===== src/sv/bos_pkg.sv =====
// Shared types and constants for the bounded ordered set.
// Used by bos_scan and bounded_ordered_set; no dependencies.
package bos_pkg;

    localparam int KeyBits   = 12;
    localparam int WordIdxW  = 6;
    localparam int WordBits  = 1 << WordIdxW;
    localparam int WordCount = 1 << (KeyBits - WordIdxW);
    localparam int WordAddrW = KeyBits - WordIdxW;
    localparam int OpW       = 3;
    localparam int StatusW   = 2;
    localparam int UnivW     = 4;

    localparam logic [UnivW-1:0] UnivReset = UnivW'(KeyBits);

    localparam logic [OpW-1:0] OP_INSERT = 3'd0;
    localparam logic [OpW-1:0] OP_DELETE = 3'd1;
    localparam logic [OpW-1:0] OP_FIND   = 3'd2;
    localparam logic [OpW-1:0] OP_SUCC   = 3'd3;
    localparam logic [OpW-1:0] OP_PRED   = 3'd4;
    localparam logic [OpW-1:0] OP_MIN    = 3'd5;
    localparam logic [OpW-1:0] OP_MAX    = 3'd6;

    localparam logic [StatusW-1:0] ST_OK    = 2'd0;
    localparam logic [StatusW-1:0] ST_NONE  = 2'd1;
    localparam logic [StatusW-1:0] ST_RANGE = 2'd2;

    // Result of a bit search over one 64-bit word
    typedef struct packed {
        logic                any;
        logic [WordIdxW-1:0] lo;
        logic [WordIdxW-1:0] hi;
    } t_scan;

endpackage


===== src/sv/bos_scan.sv =====
// Lowest and highest set bit of one 64-bit word, binary search in six steps.
// Depends on bos_pkg.
module bos_scan (
    input  logic [bos_pkg::WordBits-1:0] i_word,
    output bos_pkg::t_scan               o_scan
);

    always_comb begin
        logic [bos_pkg::WordBits-1:0] v_lo;
        logic [bos_pkg::WordBits-1:0] v_hi;
        logic [bos_pkg::WordBits-1:0] half_mask;
        logic [bos_pkg::WordIdxW-1:0] idx_lo;
        logic [bos_pkg::WordIdxW-1:0] idx_hi;
        v_lo   = i_word;
        v_hi   = i_word;
        idx_lo = '0;
        idx_hi = '0;
        for (int l = bos_pkg::WordIdxW - 1; l >= 0; l--) begin
            half_mask = (bos_pkg::WordBits'(1) << (1 << l)) - bos_pkg::WordBits'(1);
            // lowest: skip the lower half when it is empty
            if ((v_lo & half_mask) == '0) begin
                idx_lo[l] = 1'b1;
                v_lo      = v_lo >> (1 << l);
            end
            // highest: take the upper half when it holds anything
            if ((v_hi >> (1 << l)) != '0) begin
                idx_hi[l] = 1'b1;
                v_hi      = v_hi >> (1 << l);
            end
        end
        o_scan.any = (i_word != '0);
        o_scan.lo  = idx_lo;
        o_scan.hi  = idx_hi;
    end

endmodule


===== config.mk =====
export PLATFORM = sky130hd
export DESIGN_NAME = bos_scan
export DESIGN_NICKNAME = d
export VERILOG_FILES = /design/src/sv/bos_pkg.sv /design/src/sv/bos_scan.sv
export SDC_FILE = /design/constraint.sdc
export NUM_CORES = 1
export LEC_CHECK = 0
export BUFFER_PORTS_ARGS = -buffer_cell sky130_fd_sc_hd__buf_2
export CAP_MARGIN = 20
export CELL_PAD_IN_SITES_DETAIL_PLACEMENT = 1
export CELL_PAD_IN_SITES_GLOBAL_PLACEMENT = 1
export CORE_MARGIN = 2
export CORE_UTILIZATION = 30
export DETAILED_ROUTE_END_ITERATION = 8
export PLACE_DENSITY = 0.95
export SLEW_MARGIN = 20
export SYNTH_ARGS = -nofsm -noshare
export SYNTH_HDL_FRONTEND = slang
export SYNTH_SLANG_ARGS = --single-unit

===== constraint.sdc =====
create_clock -name vclk -period 8.2
set_clock_uncertainty 0.1 [all_clocks]
set_input_delay 0.82 -clock vclk [all_inputs]
set_output_delay 0.82 -clock vclk [all_outputs]
set_load 0.05 [all_outputs]

## After elaboration in Yosys (flattened, before gate mapping)

Index checks and enable logic that the tools add are counted.

- Register bits after elaboration: 0
- Bits of input ports: 64
- Output and inout bits: 13
- Word-level logic and storage cells: 35

- Mux-type cells: 22
- Reduce and logical (&&, ||, !) cells: 13

Operators with widths:

| cell | count |
|---|---|
| nonzero test 64 bit | 7 |
| zero test 64 bit | 6 |
| two-way mux 64 bit | 5 |
| two-way mux 31 bit | 1 |
| two-way mux 15 bit | 1 |
| two-way mux 1 bit | 13 |
| two-way mux 7 bit | 1 |
| two-way mux 3 bit | 1 |

## Logic depth before layout (Yosys ltp)

- Word-level depth: 12
- Mapped depth: 11
- Depth with buffers taken out: 9

## Least setup slack after synthesis

No wires, ideal clock.

- Path kind: input to output
- From: input i_word[42] in the netlist's numbering
- To: output o_scan[0] in the netlist's numbering
- Arrival: 4334 ps
- Slack: 2946 ps
- Stages: 9
- Path buffers: 1
- Cells stage by stage: or2_2 or4b_1 nor2_1 a211o_1 buf_2 o21ai_0 a21oi_1 nand4_1 o221ai_1

RTL lines:

| item | line | RTL |
|---|---|---|
| start, declared | bos_scan.sv:4 | `input logic [bos_pkg::WordBits-1:0] i_word,` |
| end, declared | bos_scan.sv:5 | `output bos_pkg::t_scan o_scan` |

==> metrics.txt <==
status completed; mux share of post-synthesis cell area 0%; worst ir drop on vdd 0.01219 mV; setup violators final 0; GRT Overall Usage 26.00%; PD cells 36.32 nW/um2; commonest non-fill, non-tap cell in the layout buf_2; compound-cell area share of the yosys netlist 60.28%; Hold Path Stages 4; CTS-repair resized insts 0; WL final 5.707 mm; Detailed Routing Iterations Pass 1 4; Cells after DPL 310; area share of fa/ha/maj cells after synthesis 0%; vias in the first global route 1,835; synthesized cell area 1150 um2; post-synthesis cell type count 46; Hold Path End o_scan[2]; worst slew pin tran 0.7842 ns; Remaining DRCs 0; unrepaired setup endpoints after global routing no; PortBufs 77; via/cell ratio 6.048; FF+latch area 0 um2; DP HPWL 4.869 mm; area grow syn2layout 35.58%; Initial Util 31.41%; Final min period 4.951 ns; Post-Synth XOR/XNOR Area 0%; worst rel slew slack 46.98%; post-synthesis simple-gate area fraction 32.10%; FILL cells 530; width of the die 65.91 um; top-area cell type share of the netlist area 24.37%; Hold Path Origin i_word[60]; final hold violation count 0; ratio of final minimum period to clock period 60.38%; final design utilization 42.58%; syn_nets 256; GRT overflow 0; number of setup buffers added after CTS 0; Crit Path Class input pin to output pin; final antenna-violating net count 0; max cap viols 0; Rows 22; critical path capture point type output pin; dpl ws 3.302 ns; Placed Area 1559 um2; Hold-fix buffers, CTS 0; total negative slack 0 ns; max-slew violations 0; sequential share of the synthesized area 0%; DR iter-0 viols 69; Routed WL per cell 18.41 um; yosys warns 0; largest cells by area after synthesis a21oi_1 (24%), o21ai_0 (12%), nor3_1 (4.8%); share of cells above drive strength 1 34.73%; # IOs 77; die height 65.91 um; Antenna diodes 0; fin area 1559 um2; arrival time worst endpoint 4.03 ns; Worst Slack Setup Final 3.249 ns; Cells after Synth 192; Synth area leader a21oi_1; first-pass GRT wire length 8.983 mm; main combinational cell family by area after synthesis compound AO/OA/AOI/OAI gates; Power Total 0.05663 mW; Final Net Count 328; Hold/Removal Path Class input pin to output pin; Static Leak 0.6296 nW; commonest non-fill, non-tap cells in the layout buf_2 (77), a21oi_1 (56), o21ai_0 (28); CLK BUF 0; die area 4344 um2; RePlAce Congestion 0.9018; core area 3661 um2; Cell Count, Final, Fillers Out 310; largest net degree at the start of global routing 29; Worst EP required 7.28 ns; Startpoint Class input pin; synthesized area per cell 5.989 um2; via count 1,875; num sequential 0; Fin Hold WS 2.123 ns; fmax 0.2020 GHz; initial antenna violation count 0; worst-path maximum fanout 15
report_power, final:
| group | internal [mW] | total (mW) | switching, mW |
|---|---|---|---|
| sequential | 0 | 0 | 0 |
| clock | 0 | 0 | 0 |
| combinational | 0.0219 | 0.0566 | 0.0348 |
area by class of cell:
type / instances / area (um2) / area share (%)
Inverter: 4 / 27.53 / 1.766
Timing Repair Buffer: 79 / 400.4 / 25.68
Multi-Input combinational cell: 179 / 1071 / 68.70
Tap cell: 48 / 60.06 / 3.852
layer usage:
layer | vias up | GRT usage [%] | routed length (um)
met2 | 96 | 44.95 | 2570
li1 | 908 | - | -
met5 | - | 0 | 0
met3 | 10 | 2.215 | 450
met1 | 861 | 34.96 | 2570
met4 | 0 | 5.208 | 115
cells in the mapped netlist (all sizes together), types with 4 or more instances:
cell and instances:
o211ai 4, nor2 12, nor4 8, a31oi 5
nand4 4, a21oi 57, nand2 7, o21ai 28
nand3 5, buf 7, nor3 11
worst max-delay path by stage:
| stage | from | end | slack [ns] | cells after the start |
|---|---|---|---|---|
| after floorplan | i_word[42] | o_scan[0] | 2.95 | 9 |
| after global routing | i_word[41] | o_scan[0] | 2.97 | 10 |
| final | i_word[41] | o_scan[0] | 3.25 | 10 |
| after global placement | i_word[41] | o_scan[0] | 3.51 | 10 |
| after CTS | i_word[41] | o_scan[0] | 3.30 | 10 |
| after detailed placement | i_word[41] | o_scan[0] | 3.30 | 10 |
cell families (layout without fill, tap and decap cells):
family	count (synthesis)	in the layout
AND/OR/NAND/NOR	62	62
AO/OA/AOI/OAI	117	117
buffers and inverters	13	83
worst max-delay path: stages:
cell and delay, ns:
buf_2 0.13, nor4_1 0.43, or4b_1 0.58, nor2_1 0.25, a211o_1 0.39, o21ai_0 0.20
a2111oi_0 0.57, nand4_1 0.20, o221ai_1 0.17, buf_2 0.29
No activity file was read; power rests on OpenSTA's default activity.
